--- src/hdl/uvs_pkg.sv ---
// UV sphere query unit: shared types, widths, constants and rounding helper.
// Used by every module of the block; depends on nothing.
package uvs_pkg;

  // Default sphere shape
  localparam int SEGMENTS_DEF = 30;
  localparam int RINGS_DEF    = 15;

  // Field widths
  localparam int IDX_W       = 10;
  localparam int RAD_W       = 16;
  localparam int POS_W       = 17;
  localparam int NRM_W       = 16;
  localparam int IN_TDATA_W  = 16;
  localparam int OUT_TDATA_W = 136;

  // Width for vertex/triangle count arithmetic (holds counts up to 8191)
  localparam int CW = 13;

  // Reciprocal division shift for the segment split
  localparam int DIV_K = 20;

  localparam logic [RAD_W-1:0]        RADIUS_RST = 16'd256;
  localparam logic signed [NRM_W-1:0] NRM_ONE    = 16'sd16384;

  // pi in unsigned Q30
  localparam logic [63:0] PI_Q30 = 64'd3373259426;

  typedef enum logic {
    OP_VERTEX   = 1'b0,
    OP_TRIANGLE = 1'b1
  } op_e;

  // Per-request bookkeeping carried down the pipe
  typedef struct packed {
    op_e              op;
    logic             ok;        // index in range
    logic             pole_top;
    logic             pole_bot;
    logic             top_cap;
    logic             bot_cap;
    logic             half;      // second triangle of a quad
    logic [IDX_W-1:0] x;         // dividend for the segment split
    logic [IDX_W-1:0] idx;
  } meta_t;

  // Request to the triangle corner logic
  typedef struct packed {
    logic             top_cap;
    logic             bot_cap;
    logic             half;
    logic             seg_last;  // quad sits on the seam
    logic [IDX_W-1:0] quad;      // quad number (first vertex minus one)
    logic [IDX_W-1:0] idx;
  } tri_req_t;

  typedef struct packed {
    logic [IDX_W-1:0] c;
    logic [IDX_W-1:0] b;
    logic [IDX_W-1:0] a;
  } corners_t;

  // Shift right by 14, round to nearest, ties away from zero
  function automatic logic signed [32:0] rnd_q14(input logic signed [32:0] v);
    logic [32:0] mag;
    mag = v[32] ? (33'd0 - 33'(v)) : 33'(v);
    mag = (mag + 33'd8192) >> 14;
    return v[32] ? $signed(33'd0 - mag) : $signed(mag);
  endfunction

endpackage

--- src/hdl/uvs_trig_rom.sv ---
// UV sphere query unit: constant sine/cosine tables for ring latitude and
// segment longitude, built at elaboration. Depends on uvs_pkg.
module uvs_trig_rom #(
  parameter int SEGMENTS = uvs_pkg::SEGMENTS_DEF,
  parameter int RINGS    = uvs_pkg::RINGS_DEF,
  localparam int TW      = $clog2(RINGS - 1),
  localparam int SW      = $clog2(SEGMENTS)
) (
  input  logic [TW-1:0]                       theta_idx_i,
  input  logic [SW-1:0]                       phi_idx_i,
  output logic signed [uvs_pkg::NRM_W-1:0]    sin_theta_o,
  output logic signed [uvs_pkg::NRM_W-1:0]    cos_theta_o,
  output logic signed [uvs_pkg::NRM_W-1:0]    sin_phi_o,
  output logic signed [uvs_pkg::NRM_W-1:0]    cos_phi_o
);

  localparam int unsigned RingDen    = 2 * RINGS;
  localparam int unsigned TwoRingDen = 4 * RINGS;
  localparam int unsigned SegDen     = 2 * SEGMENTS;
  localparam int unsigned TwoSegDen  = 4 * SEGMENTS;

  // Taylor series to x^13 in Q30, rounded to Q14 and clamped
  function automatic logic signed [15:0] sin_poly(input logic [63:0] a, input logic neg);
    logic [63:0] a2;
    logic [63:0] t;
    logic [63:0] sum;
    logic [63:0] q;
    a2  = (a * a) >> 30;
    sum = a;
    t   = a;
    t   = ((t * a2) >> 30) / 64'd6;
    sum = sum - t;
    t   = ((t * a2) >> 30) / 64'd20;
    sum = sum + t;
    t   = ((t * a2) >> 30) / 64'd42;
    sum = sum - t;
    t   = ((t * a2) >> 30) / 64'd72;
    sum = sum + t;
    t   = ((t * a2) >> 30) / 64'd110;
    sum = sum - t;
    t   = ((t * a2) >> 30) / 64'd156;
    sum = sum + t;
    q   = (sum + 64'd32768) >> 16;
    if (q > 64'd16384) begin
      q = 64'd16384;
    end
    return neg ? $signed(16'd0 - q[15:0]) : $signed(q[15:0]);
  endfunction

  // sin(pi*num/(2*RINGS))
  function automatic logic signed [15:0] sin_ring(input int unsigned num);
    int unsigned n;
    logic        neg;
    logic [63:0] a;
    n   = num % TwoRingDen;
    neg = 1'b0;
    if (n >= RingDen) begin
      neg = 1'b1;
      n   = n - RingDen;
    end
    if (2 * n > RingDen) begin
      n = RingDen - n;
    end
    a = (uvs_pkg::PI_Q30 * 64'(n)) / RingDen;
    return sin_poly(a, neg);
  endfunction

  // sin(pi*num/(2*SEGMENTS))
  function automatic logic signed [15:0] sin_seg(input int unsigned num);
    int unsigned n;
    logic        neg;
    logic [63:0] a;
    n   = num % TwoSegDen;
    neg = 1'b0;
    if (n >= SegDen) begin
      neg = 1'b1;
      n   = n - SegDen;
    end
    if (2 * n > SegDen) begin
      n = SegDen - n;
    end
    a = (uvs_pkg::PI_Q30 * 64'(n)) / SegDen;
    return sin_poly(a, neg);
  endfunction

  logic signed [uvs_pkg::NRM_W-1:0] sin_theta [2**TW];
  logic signed [uvs_pkg::NRM_W-1:0] cos_theta [2**TW];
  logic signed [uvs_pkg::NRM_W-1:0] sin_phi   [2**SW];
  logic signed [uvs_pkg::NRM_W-1:0] cos_phi   [2**SW];

  // Latitude table, entry e is ring e+1; a full turn keeps the angle positive
  for (genvar e = 0; e < 2**TW; e++) begin : g_theta
    if (e < RINGS - 1) begin : g_on
      localparam int unsigned TNum = 5 * RINGS - 2 * (e + 1);
      localparam logic signed [15:0] SinV = sin_ring(TNum);
      localparam logic signed [15:0] CosV = sin_ring(TNum + RINGS);
      assign sin_theta[e] = SinV;
      assign cos_theta[e] = CosV;
    end else begin : g_off
      assign sin_theta[e] = '0;
      assign cos_theta[e] = '0;
    end
  end

  // Longitude table, entry s is 2*pi*s/SEGMENTS
  for (genvar s = 0; s < 2**SW; s++) begin : g_phi
    if (s < SEGMENTS) begin : g_on
      localparam logic signed [15:0] SinV = sin_seg(4 * s);
      localparam logic signed [15:0] CosV = sin_seg(4 * s + SEGMENTS);
      assign sin_phi[s] = SinV;
      assign cos_phi[s] = CosV;
    end else begin : g_off
      assign sin_phi[s] = '0;
      assign cos_phi[s] = '0;
    end
  end

  assign sin_theta_o = sin_theta[theta_idx_i];
  assign cos_theta_o = cos_theta[theta_idx_i];
  assign sin_phi_o   = sin_phi[phi_idx_i];
  assign cos_phi_o   = cos_phi[phi_idx_i];

endmodule

--- config.mk ---
export PLATFORM = sky130hd
export DESIGN_NAME = uvs_trig_rom
export DESIGN_NICKNAME = d
export VERILOG_FILES = /design/src/hdl/uvs_pkg.sv /design/src/hdl/uvs_trig_rom.sv
export SDC_FILE = /design/constraint.sdc
export NUM_CORES = 1
export LEC_CHECK = 0
export ABC_AREA = 1
export ABC_CLOCK_PERIOD_IN_PS = 1630
export BUFFER_PORTS_ARGS = -buffer_cell sky130_fd_sc_hd__buf_2
export CAP_MARGIN = 20
export CORE_ASPECT_RATIO = 2
export CORE_MARGIN = 4
export CORE_UTILIZATION = 49
export DETAILED_ROUTE_END_ITERATION = 16
export PLACE_DENSITY_LB_ADDON = 0.2
export SKIP_LAST_GASP = 1
export SYNTH_ARGS = -nofsm -noshare
export SYNTH_HDL_FRONTEND = slang
export SYNTH_SLANG_ARGS = --single-unit
--- constraint.sdc ---
create_clock -name vclk -period 1.63
set_clock_uncertainty 0.1 [all_clocks]
set_input_delay 0.326 -clock vclk [all_inputs]
set_output_delay 0.326 -clock vclk [all_outputs]
set_load 0.03 [all_outputs]
==> flow_metrics.env, run 1 <==
export IMPL_synth_largest_area_cell="nand2_1"
export IMPL_ys_top_cells_by_area="nand2_1 (33%), ha_1 (14%), nand3_1 (11%), o21ai_0 (6.0%), inv_1 (5.8%)"
export IMPL_cts_hold_buf=0
export IMPL_synthTopCellsByCount="nand2_1 (183), nand3_1 (44), inv_1 (32), nor2_1 (31), o21ai_0 (25)"
export IMPL_ys_warn_count=0
export IMPL_place_ws_ns=-0.487
export IMPL_std_cell_rows=33
export IMPL_ctsResizeCount=310
export IMPL_stop_stage="4_1_cts"
export IMPL_stop_error="[ERROR DPL-0038] Utilization greater than 100%, impossible to legalize"
export IMPL_die_height_um=100
export IMPL_gp_congestion=1.01
export IMPL_initial_core_util_pct=50.7
export IMPL_synth_cell_area_um2=2070
export IMPL_dp_hpwl_mm=7.48
export IMPL_avgSynthCellArea_um2=5.06
export IMPL_post_cts_setup_buffer_count=14
export IMPL_io_buffers=71
export IMPL_synth_top_area_share_pct=33.1
export IMPL_synthCells=410
export IMPL_status="stopped before the end"
export IMPL_yosysMostFrequentCell="nand2_1"
export IMPL_synth_distinct_cells=27
export IMPL_io_pins=73
export IMPL_yosysSeqAreaShare_pct=0
export IMPL_fp_dieW_um=54.0
## logic make-up after synthesis
kind of cell | share of synthesized area [%]
adder cells (fa/ha/maj) | 13.9
AO/OA/AOI/OAI | 13.5
buffers and inverters | 16.3
AND/OR/NAND/NOR | 56.1
other | 0.181
## through the flow
stage | setup TNS [ns] | util (%) | hold slack [ns] | area [µm²] | cells
floorplan | -2.36 | - | 0.684 | 2450 | 411
detailed placement | -17.53 | 79.5 | 1.06 | 3250 | 582
global placement | -16.65 | 79.5 | 1.05 | 3250 | 582
==> inputs of run 2 (changes only) <==
ABC_CLOCK_PERIOD_IN_PS = 2100   (was 1630)
CORE_ASPECT_RATIO = not set   (was 2)
CORE_UTILIZATION = 40   (was 49)
PLACE_DENSITY_LB_ADDON = 0.15   (was 0.2)
clock period = 2.1 ns   (was 1.63 ns; I/O delays follow)
==> run 2 against run 1 <==
  * The run now ends clean
  * Synthesized area did not move
  * Synthesized cell count did not move
==> flow_metrics.env, run 2 <==
export IMPL_status="complete, no violations"
export IMPL_total_power_uw=990
export IMPL_rsz0062_at_grt="true"
export IMPL_start_kind="primary input"
export IMPL_fp_dieW_um=80.0
export IMPL_fin_crit_sh_pct=98.6
export IMPL_die_height_um=80.0
export IMPL_crit_required_ns=1.58
export IMPL_vias_per_cell=5.27
export IMPL_io_buffers=71
export IMPL_vdd_ir_drop_max_uv=162
export IMPL_final_seq_area_um2=0
export IMPL_drc_errors=0
export IMPL_num_nets_final=536
export IMPL_grt_max_degree=36
export IMPL_drt_iter0_markers=293
export IMPL_antenna_cells=0
export IMPL_fmax_mhz=483
export IMPL_core_um2=4880
export IMPL_crit_type="primary input to primary output"
export IMPL_drv_slew=0
export IMPL_finalHoldViolations=0
export IMPL_grt_pass1_wl_mm=12.9
export IMPL_place_ws_ns=-0.125
export IMPL_timing_setup_tns_ns=0
export IMPL_std_cell_rows=25
export IMPL_dp_hpwl_mm=6.20
export IMPL_avgSynthCellArea_um2=5.06
export IMPL_layout_commonest_cell="nand2_1"
export IMPL_critPathMaxFanout=5
export IMPL_min_path_type="primary input to primary output"
export IMPL_arrival_ns=1.55
export IMPL_synth_distinct_cells=27
export IMPL_grt_pass1_vias=2598
export IMPL_yosysMostFrequentCell="nand2_1"
export IMPL_ys_warn_count=0
export IMPL_final_core_util_pct=63.1
export IMPL_grt_total_usage_pct=24.2
export IMPL_endpoint_kind="primary output"
export IMPL_synth_largest_area_cell="nand2_1"
export IMPL_timing_max_cap_violations=0
export IMPL_via_count=2999
export IMPL_die_area_um2=6400
export IMPL_gr_total_overflow=0
export IMPL_fin_ws_ns=0.0292
export IMPL_layout_common_cells="nand2_1 (173), buf_4 (64), nand3_1 (41)"
export IMPL_areaGrowthSynthToFinish_pct=48.5
export IMPL_detail_route_first_pass_iterations=8
export IMPL_cellLeakagePower_uw=0.00177
export IMPL_synth_top_area_share_pct=33.1
export IMPL_drive_gt1_share_pct=34.7
export IMPL_io_pins=73
export IMPL_synth_cell_area_um2=2070
export IMPL_setup_viol=0
export IMPL_initial_core_util_pct=42.5
export IMPL_grt_antenna_before_repair=0
export IMPL_ys_top_cells_by_area="nand2_1 (33%), ha_1 (14%), nand3_1 (11%), o21ai_0 (6.0%), inv_1 (5.8%)"
export IMPL_ant_nets=0
export IMPL_yosysSeqAreaShare_pct=0
export IMPL_clock_buffers=0
export IMPL_synthCells=410
export IMPL_min_period_ns=2.07
export IMPL_wirelength_mm=8.02
export IMPL_power_density_nw_per_um2=321
export IMPL_holdWs_ns=1.19
export IMPL_gp_congestion=1.01
export IMPL_synthTopCellsByCount="nand2_1 (183), nand3_1 (44), inv_1 (32), nor2_1 (31), o21ai_0 (25)"
export IMPL_post_drt_wl_per_cell_um=14.1
export IMPL_seq_cell_count=0
## run 2: timing repair
action / in CTS / in global routing
hold buffers: 0 / 0
cloned: 0 / 0
resized for setup: 31 / 85
pin swaps: 1 / 8
buffers inserted: 0 / 1
setup endpoints to repair: 26 / 47
## run 2: report_power, final
part,switching (µW),internal [µW],leakage [µW]
clock,0,0,0
sequential,0,0,0
combinational,641,349,0.00177
## run 2: layer usage
| metal | wire length [µm] | track usage, % | share of wire, % | vias to the layer above |
|---|---|---|---|---|
| met5 | 0 | 0 | 0 | - |
| met4 | 68 | 1.69 | 0.85 | 0 |
| met3 | 753 | 0.677 | 9.4 | 14 |
| met2 | 3490 | 37.3 | 44 | 179 |
| met1 | 3700 | 38.2 | 46 | 1314 |
| li1 | - | - | - | 1492 |
## run 2: worst max-delay path: stages
cell and delay [ns]:
buf_2 0.17, buf_4 0.16, ha_1 0.20, nor2_1 0.19, a21oi_1 0.06, o22ai_1 0.12, buf_2 0.22
## run 2: path summary, 6_finish.rpt
| path | start | end | slack (ns) | cells past startpoint |
|---|---|---|---|---|
| setup / recovery | theta_idx_i[0] | sin_theta_o[12] | 0.03 | 7 |
| hold / removal | phi_idx_i[4] | sin_phi_o[1] | 1.19 | 4 |
## run 2: cell families after synthesis
group,count (synthesis),share of synthesized area [%]
adder cells (fa/ha/maj),23,13.9
buffers and inverters,62,16.3
AND/OR/NAND/NOR,275,56.1
AO/OA/AOI/OAI,49,13.5
other,1,0.181
## run 2: layout make-up
cell class	count	area (µm²)
fill	484	1800
inverter	36	154
multi-input combinational	349	1950
tap	67	83.8
timing repair buffer	117	895
## run 2: metrics by stage
step           instance area [µm²]  cells
2_1_floorplan                 2080    411
3_3_place_gp                  2730    568
3_5_place_dp                  2730    568
4_1_cts                       2810    568
5_1_grt                       3080    569
6_report                      3080    569
No activity file was read; power rests on OpenSTA's default activity.
