--- src/hdl/uvs_pkg.sv ---
// UV sphere query unit: shared types, widths, constants and rounding helper.
// Used by every module of the block; depends on nothing.
package uvs_pkg;

  // Default sphere shape
  localparam int SEGMENTS_DEF = 30;
  localparam int RINGS_DEF    = 15;

  // Field widths
  localparam int IDX_W       = 10;
  localparam int RAD_W       = 16;
  localparam int POS_W       = 17;
  localparam int NRM_W       = 16;
  localparam int IN_TDATA_W  = 16;
  localparam int OUT_TDATA_W = 136;

  // Width for vertex/triangle count arithmetic (holds counts up to 8191)
  localparam int CW = 13;

  // Reciprocal division shift for the segment split
  localparam int DIV_K = 20;

  localparam logic [RAD_W-1:0]        RADIUS_RST = 16'd256;
  localparam logic signed [NRM_W-1:0] NRM_ONE    = 16'sd16384;

  // pi in unsigned Q30
  localparam logic [63:0] PI_Q30 = 64'd3373259426;

  typedef enum logic {
    OP_VERTEX   = 1'b0,
    OP_TRIANGLE = 1'b1
  } op_e;

  // Per-request bookkeeping carried down the pipe
  typedef struct packed {
    op_e              op;
    logic             ok;        // index in range
    logic             pole_top;
    logic             pole_bot;
    logic             top_cap;
    logic             bot_cap;
    logic             half;      // second triangle of a quad
    logic [IDX_W-1:0] x;         // dividend for the segment split
    logic [IDX_W-1:0] idx;
  } meta_t;

  // Request to the triangle corner logic
  typedef struct packed {
    logic             top_cap;
    logic             bot_cap;
    logic             half;
    logic             seg_last;  // quad sits on the seam
    logic [IDX_W-1:0] quad;      // quad number (first vertex minus one)
    logic [IDX_W-1:0] idx;
  } tri_req_t;

  typedef struct packed {
    logic [IDX_W-1:0] c;
    logic [IDX_W-1:0] b;
    logic [IDX_W-1:0] a;
  } corners_t;

  // Shift right by 14, round to nearest, ties away from zero
  function automatic logic signed [32:0] rnd_q14(input logic signed [32:0] v);
    logic [32:0] mag;
    mag = v[32] ? (33'd0 - 33'(v)) : 33'(v);
    mag = (mag + 33'd8192) >> 14;
    return v[32] ? $signed(33'd0 - mag) : $signed(mag);
  endfunction

endpackage

--- src/hdl/uvs_tri_corner.sv ---
// UV sphere query unit: corner indices of one triangle (top fan, quads,
// bottom fan, seam wrap). Combinational. Depends on uvs_pkg.
module uvs_tri_corner #(
  parameter int SEGMENTS = uvs_pkg::SEGMENTS_DEF,
  parameter int RINGS    = uvs_pkg::RINGS_DEF
) (
  input  uvs_pkg::tri_req_t req_i,
  output uvs_pkg::corners_t corners_o
);

  localparam int CW = uvs_pkg::CW;
  localparam int IW = uvs_pkg::IDX_W;

  localparam logic [CW-1:0] SegC     = CW'(SEGMENTS);
  localparam logic [CW-1:0] SegLastC = CW'(SEGMENTS - 1);
  localparam logic [CW-1:0] QuadsC   = CW'(2 * SEGMENTS * (RINGS - 2));
  localparam logic [CW-1:0] BaseC    = CW'(1 + (RINGS - 2) * SEGMENTS);
  localparam logic [CW-1:0] LastVtxC = CW'(SEGMENTS * (RINGS - 1) + 1);

  logic [CW-1:0] idx;
  logic [CW-1:0] tb;
  logic [CW-1:0] up;
  logic [CW-1:0] dn;
  logic [CW-1:0] up_next;
  logic [CW-1:0] dn_next;
  logic [CW-1:0] c0;
  logic [CW-1:0] c1;
  logic [CW-1:0] c2;

  always_comb begin
    idx = CW'(req_i.idx);
    tb  = idx - SegC - QuadsC;
    // quad corners; on the seam the next column is segment 0
    up  = CW'(req_i.quad) + CW'(1);
    dn  = up + SegC;
    if (req_i.seg_last) begin
      dn_next = up + CW'(1);
      up_next = up - SegLastC;
    end else begin
      dn_next = dn + CW'(1);
      up_next = up + CW'(1);
    end

    priority if (req_i.top_cap) begin
      c0 = '0;
      c1 = idx + CW'(1);
      c2 = (idx == SegLastC) ? CW'(1) : idx + CW'(2);
    end else if (req_i.bot_cap) begin
      c0 = BaseC + tb;
      c1 = (tb == SegLastC) ? BaseC : BaseC + tb + CW'(1);
      c2 = LastVtxC;
    end else if (req_i.half) begin
      c0 = up;
      c1 = dn_next;
      c2 = up_next;
    end else begin
      c0 = up;
      c1 = dn;
      c2 = dn_next;
    end

    // indices wrap modulo the field width
    corners_o.a = c0[IW-1:0];
    corners_o.b = c1[IW-1:0];
    corners_o.c = c2[IW-1:0];
  end

endmodule

--- config.mk ---
export PLATFORM = sky130hd
export DESIGN_NAME = uvs_tri_corner
export DESIGN_NICKNAME = d
export VERILOG_FILES = /design/src/hdl/uvs_pkg.sv /design/src/hdl/uvs_tri_corner.sv
export SDC_FILE = /design/constraint.sdc
export NUM_CORES = 1
export LEC_CHECK = 0
export CAP_MARGIN = 20
export CELL_PAD_IN_SITES_DETAIL_PLACEMENT = 0
export CELL_PAD_IN_SITES_GLOBAL_PLACEMENT = 2
export CORE_UTILIZATION = 30
export DETAILED_ROUTE_END_ITERATION = 7
export DONT_BUFFER_PORTS = 1
export PLACE_DENSITY_LB_ADDON = 0.1
export SYNTH_ARGS = -nofsm -noshare
export SYNTH_HDL_FRONTEND = slang
export SYNTH_SLANG_ARGS = --single-unit
--- constraint.sdc ---
create_clock -name vclk -period 11.05
set_input_delay 1.105 -clock vclk [all_inputs]
set_output_delay 1.105 -clock vclk [all_outputs]
set_load 0.01 [all_outputs]
---- Yosys cells after proc, flatten, opt, wreduce, memory -nomap -nowiden ----
Cells that the tools add are included.
word-level totals
  flip-flop bits (word level) ............. 0
  bits of input ports ..................... 24
  latch bits .............................. 0
  bits in writable memories ............... 0
  output and inout bits ................... 30
  memories ................................ 0
  memory bits (read-only) ................. 0
operators by class
  add/subtract/negate cells ............... 11
  equality and inequality tests ........... 2
  muxes and demuxes ....................... 12
  div/mod/pow operators ................... 0
  $mul .................................... 0
  $lt $le $gt $ge ......................... 0
  reduce and logical (&&, ||, !) cells .... 0
  bitwise gates (word level) .............. 0
  shift-type cells ........................ 0
operator list
  operator                                                               count
  10-bit 2-to-1 mux                                                      12
  10-bit by 1-bit adder with 10-bit output, second input constant        5
  13-bit by 5-bit == test with 1-bit output, second input constant       1
  11-bit by 11-bit subtractor with 12-bit output, second input constant  1
  10-bit by 5-bit subtractor with 11-bit output, second input constant   1
  10-bit adder, first input constant                                     1
  10-bit by 2-bit adder with 10-bit output, second input constant        1
  10-bit by 5-bit adder with 10-bit output, second input constant        1
  10-bit by 5-bit == test with 1-bit output, second input constant       1
  10-bit by 5-bit subtractor with 10-bit output, second input constant   1

---- Logic depth before layout (Yosys ltp) ----
Gate-level depths: netlist of run 1.
  depth after elaboration ................. 7
  mapped depth ............................ 15

---- Worst setup path after synthesis of run 1 ----
OpenSTA, ideal clock, no wires.
  path type ............................... input-to-output
  start ................................... input port req_i[2] (netlist bit)
  end ..................................... output port corners_o[19] (netlist bit)
  setup slack ............................. 5.684 ns
  stages .................................. 14
  data required time ...................... 9.945 ns
  path buffers ............................ 2
  data arrival time ....................... 4.261 ns
  path through ............................ buf_2 > inv_1 > ha_1 > inv_1 > ha_1 > buf_2 > or3b_1 > nor4_4 > a41oi_2 > or4b_1 > and4b_1 > a2111oi_2 > xor2_1 > o31ai_1
RTL lines
  element      RTL line             RTL
  from (decl)  uvs_tri_corner.sv:7  input uvs_pkg::tri_req_t req_i,
  to (decl)    uvs_tri_corner.sv:8  output uvs_pkg::corners_t corners_o

==> flow_metrics.env, run 1 <==
export IMPL_synth_top_area_share_pct=12.3
export IMPL_coreArea_um2=10400
export IMPL_leakage_nw=1.11
export IMPL_synth_cell_types=84
export IMPL_synth_area_mux_share_pct=1.59
export IMPL_tightestPinTransition_ns=1.05
export IMPL_ys_seq_area_share_pct=0
export IMPL_outcome="finished, final reports clean"
export IMPL_die_y_um=106
export IMPL_timing_hold_ws_ns=2.27
export IMPL_yosysWarnings=0
export IMPL_final_common_cell="nand2_1"
export IMPL_hold_buffers=0
export IMPL_syn_area_um2=3220
export IMPL_wl_um=11200
export IMPL_grt_ovfl_total=0
export IMPL_crit_path_end="corners_o[19]"
export IMPL_fmax_ghz=0.179
export IMPL_drive_gt1_share_pct=5.67
export IMPL_synthTopCellsByArea="xnor2_1, xor2_1, ha_1, nand2_1, nor2_1"
export IMPL_avgSynthCellArea_um2=6.74
export IMPL_io_pins=54
export IMPL_grtUsageTotal_pct=20.0
export IMPL_synth_top_family_by_area="simple AND/OR/NAND/NOR gates"
export IMPL_numPortBuffers=0
export IMPL_timing_final_crit_share_pct=50.7
export IMPL_cp_arrival_ns=4.50
export IMPL_yosys_area_share_simple_pct=34.8
export IMPL_antenna_found_initial=0
export IMPL_crit_type="in -> out"
export IMPL_peakVddDrop_mv=0.0149
export IMPL_postCtsSetupBuffers=0
export IMPL_drtIter0Drc=210
export IMPL_cp_start_kind="primary input"
export IMPL_regArea_um2=0
export IMPL_utilization_pct=31.0
export IMPL_firstDrtPassIters=4
export IMPL_multi_input_comb_area_um2=2980
export IMPL_grt_pass1_vias=3181
export IMPL_n_clock_buffer=0
export IMPL_syn_inst=477
export IMPL_area_growth_pct=-0.117
export IMPL_end_kind="primary output"
export IMPL_nNetsFinal=483
export IMPL_grt_pass1_wl_um=18000
export IMPL_dieWidth_um=106
export IMPL_period_minus_slack_ns=5.60
export IMPL_finalSetupViolations=0
export IMPL_finalSetupTns_ns=0
export IMPL_grt_max_degree=33
export IMPL_start_util_pct=31.0
export IMPL_place_gp_congestion=0.817
export IMPL_n_antenna_cell=0
export IMPL_fill_cells=1221
export IMPL_vias_per_cell=5.89
export IMPL_hold_viol_final=0
export IMPL_rsz0062_at_grt="false"
export IMPL_slew_violations=0
export IMPL_num_vias=3399
export IMPL_drc=0
export IMPL_path_max_fanout=13
export IMPL_whs_path_depth=1
export IMPL_slew_limit_headroom_pct=29.9
export IMPL_synth_xor_area_share_pct=20.8
export IMPL_antenna_left=0
export IMPL_synth_area_leader_cell="xnor2_1"
export IMPL_synth_nets=517
export IMPL_power_density_nw_per_um2=50.9
export IMPL_cts_resized=0
export IMPL_hold_class="in -> out"
export IMPL_cp_required_ns=9.95
export IMPL_nFlopsAndLatches=0
export IMPL_dieArea_um2=11100
export IMPL_hpwlAfterDp_um=9050
export IMPL_layout_cells_most_common_list="nand2_1, xnor2_1, nor2_1, xor2_1"
export IMPL_startpoint="req_i[1]"
export IMPL_wl_per_cell_um=19.5
export IMPL_rows=37
export IMPL_synth_compound_area_share_pct=29.1
export IMPL_synth_adder_area_share_pct=6.22
export IMPL_maxCapViolations=0
export IMPL_p_total_mw=0.164
metrics by stage:
stage	instances	setup slack (ns)	cell area [µm²]
after floorplan	477	5.68	3220
after global placement	577	5.52	3210
after CTS	577	5.44	3210
after global routing	577	5.11	3210
after detailed placement	577	5.44	3210
final	577	5.45	3210
cell usage after synthesis (all sizes together), types with 11 or more instances:
| cell type | n |
|---|---|
| a211oi | 11 |
| a21oi | 21 |
| buf | 15 |
| clkbuf | 21 |
| ha | 16 |
| inv | 17 |
| nand2 | 50 |
| nand3 | 24 |
| nor2 | 41 |
| nor3 | 17 |
| o21ai | 24 |
| xnor2 | 47 |
| xor2 | 27 |
logic make-up (layout without fill, tap and decap cells):
family                     count (synthesis)  in the layout
and+or+nand+nor                          203            203
AOI/OAI and AO/OA                        125            125
xor gates and xnor gates                  74             74
buffers and inverters                     54             18
adders and majority gates                 16             16
muxes                                      5              5
critical path: stages:
cell and delay (ns):
ha_1 0.27, xnor2_1 0.27, inv_1 0.10, ha_1 0.34, or3b_1 0.43, nor4_4 0.19, a41oi_2 0.12, or4b_1 0.52
and4b_1 0.23, a2111oi_2 0.39, xor2_1 0.12, o31ai_1 0.43
how the worst min path moves through the flow:
stage / end / start
finish: corners_o[9] / req_i[23]
global route: corners_o[2] / req_i[23]
floorplan: corners_o[21] / req_i[1]
detailed placement: corners_o[2] / req_i[23]
CTS: corners_o[2] / req_i[23]
global placement: corners_o[1] / req_i[23]
cell type report:
cell class	count	area share, %
Inverter	18	2.10
Multi-Input combinational cell	423	92.6
Tap cell	136	5.30
routing by layer:
layer	vias to the layer above	routed length (µm)	track usage, %
met5	-	0	0
met4	0	26	0.694
met3	2	849	2.47
met2	98	4610	29.9
met1	1624	5730	31.5
li1	1675	-	-
power by group:
group	switching [mW]	internal, mW	leakage, nW	total [mW]
sequential	0	0	0	0
combinational	0.101	0.0623	1.11	0.164
clock	0	0	0	0
Power figures use the tool's default switching activity.
==> run 2: changes to the inputs <==
- ABC_AREA: default -> 1
- clock period: 11.05 -> 4.6 ns (I/O delays scaled with it)
==> run 2 against run 1 <==
Worst setup slack got worse by 4.1 ns. Die area shrank 9.1%. Combinational power up 120%. Synthesized area down 9.2%. Routed wire length shrank 2.4%. Largest cell class unchanged. Largest power group unchanged.
==> flow_metrics.env, run 2 <==
export IMPL_outcome="finished, final reports clean"
export IMPL_synth_area_mux_share_pct=0
export IMPL_nNetsFinal=598
export IMPL_synth_nets=610
export IMPL_synthTopCellsByArea="nand2_1, nand3_1, ha_1, inv_1, nor2_1"
export IMPL_yosysWarnings=0
export IMPL_layout_cells_most_common_list="nand2_1, nand3_1, inv_1, nor2_1, o21ai_0"
export IMPL_drc=0
export IMPL_grt_pass1_vias=3350
export IMPL_synth_top_area_share_pct=25.4
export IMPL_path_cells="ha_1 -> nand2_2 -> inv_2 -> nor2_1 -> inv_1 -> ha_1 -> a21oi_1 -> nand3b_1 -> nor2_1 -> nand2_1 -> nand2_2 -> inv_2 -> nand2_1 -> nor2_1 -> nand2_1 -> nand2_1 -> nand3_1 -> nand2_1 -> nand2_1 -> nand2_1"
export IMPL_coreArea_um2=9330
export IMPL_peakVddDrop_mv=0.0436
export IMPL_cp_start_kind="primary input"
export IMPL_finalSetupTns_ns=0
export IMPL_maxCapViolations=0
export IMPL_end_kind="primary output"
export IMPL_vias_per_cell=5.19
export IMPL_wl_um=11000
export IMPL_cpMostUsedCell="nand2_1"
export IMPL_rows=35
export IMPL_place_gp_congestion=0.878
export IMPL_combPwrFrac_pct=100.0
export IMPL_synth_area_leader_cell="nand2_1"
export IMPL_synth_adder_area_share_pct=6.86
export IMPL_crit_buf_inv=3
export IMPL_critical_path_depth=20
export IMPL_num_vias=3555
export IMPL_antenna_found_initial=0
export IMPL_firstDrtPassIters=5
export IMPL_leakage_nw=1.52
export IMPL_synth_top_family_by_area="simple AND/OR/NAND/NOR gates"
export IMPL_p_total_mw=0.353
export IMPL_synth_cell_types=40
export IMPL_numPortBuffers=0
export IMPL_final_common_cell="nand2_1"
export IMPL_slew_limit_headroom_pct=50.9
export IMPL_ys_seq_area_share_pct=0
export IMPL_fmax_ghz=0.304
export IMPL_post_synth_top_count_cell="nand2_1"
export IMPL_crit_slowest_cell="a21oi_1"
export IMPL_internal_power_mw=0.106
export IMPL_final_cell_area_um2=3010
export IMPL_crit_type="in -> out"
export IMPL_placed_area_um2=3010
export IMPL_area_growth_pct=3.21
export IMPL_io_pins=54
export IMPL_wl_per_cell_um=16.0
export IMPL_dp_cells=685
export IMPL_drtIter0Drc=243
export IMPL_grt_max_degree=29
export IMPL_synth_xor_area_share_pct=7.41
export IMPL_synthTopCellsByCount="nand2_1, nand3_1, inv_1, nor2_1, o21ai_0"
export IMPL_n_clock_buffer=0
export IMPL_timing_final_crit_share_pct=71.6
export IMPL_dieWidth_um=101
export IMPL_whs_path_depth=1
export IMPL_path_max_fanout=8
export IMPL_finalSetupViolations=0
export IMPL_p_sw_mw=0.248
export IMPL_hold_class="in -> out"
export IMPL_syn_inst=570
export IMPL_rsz0062_at_grt="false"
export IMPL_hpwlAfterDp_um=9380
export IMPL_power_density_nw_per_um2=117
export IMPL_grt_ovfl_total=0
export IMPL_avgSynthCellArea_um2=5.12
export IMPL_period_minus_slack_ns=3.29
export IMPL_yosys_area_share_simple_pct=59.1
export IMPL_grtUsageTotal_pct=22.2
export IMPL_cts_resized=0
export IMPL_cp_arrival_ns=2.83
export IMPL_grt_pass1_wl_um=17800
export IMPL_hold_buffers=0
export IMPL_slew_violations=0
export IMPL_regArea_um2=0
export IMPL_cp_required_ns=4.14
export IMPL_hold_viol_final=0
export IMPL_layoutNonFillerInstCount=685
export IMPL_nFlopsAndLatches=0
export IMPL_seqPwrFrac_pct=0
export IMPL_die_y_um=101
export IMPL_max_stage_delay_ns=0.25
export IMPL_utilization_pct=32.3
export IMPL_antenna_left=0
export IMPL_swShare_pct=70.1
export IMPL_n_antenna_cell=0
export IMPL_tightestPinTransition_ns=0.734
export IMPL_power_frac_clock_pct=0
export IMPL_drive_gt1_share_pct=11.0
export IMPL_start_util_pct=31.3
export IMPL_postCtsSetupBuffers=0
export IMPL_dieArea_um2=10100
export IMPL_critPathTopFamily="simple AND/OR/NAND/NOR gates"
export IMPL_synth_compound_area_share_pct=15.3
export IMPL_syn_area_um2=2920
run 2: cell type report:
class | count | area (µm²)
inverter | 70 | 263
fill | 1104 | 6310
multi-input combinational | 486 | 2590
tap | 129 | 161
run 2: cell families after synthesis:
group	Yosys count
simple gates	372
buf+inv	84
fa+ha+maj	16
xor+xnor	23
compound gates	75
run 2: power by group through the flow:
stage | Combinational [mW] | Clock (mW) | Sequential, mW
global route | 0.401 | 0 | 0
global placement | 0.354 | 0 | 0
CTS | 0.353 | 0 | 0
floorplan | 0.286 | 0 | 0
finish | 0.353 | 0 | 0
detailed placement | 0.352 | 0 | 0
run 2: routing by layer:
metal | vias to the layer above | share of wire, % | global-route usage, %
met5 | - | 0 | 0
met4 | 0 | 0.31 | 0.557
met3 | 2 | 6.2 | 2.01
met2 | 112 | 41 | 33.9
met1 | 1621 | 53 | 34.8
li1 | 1820 | - | -
run 2: through the flow:
step           hold WS [ns]  setup WS (ns)
6_report               1.02           1.31
5_1_grt                1.03           1.01
4_1_cts                1.02           1.34
3_5_place_dp           1.02           1.34
3_3_place_gp           1.03           1.32
2_1_floorplan          1.02           1.75
run 2: path summary, 6_finish.rpt:
kind              slack, ns      start       endpoint
setup / recovery       1.31   req_i[1]  corners_o[19]
hold / removal         1.02  req_i[23]  corners_o[22]
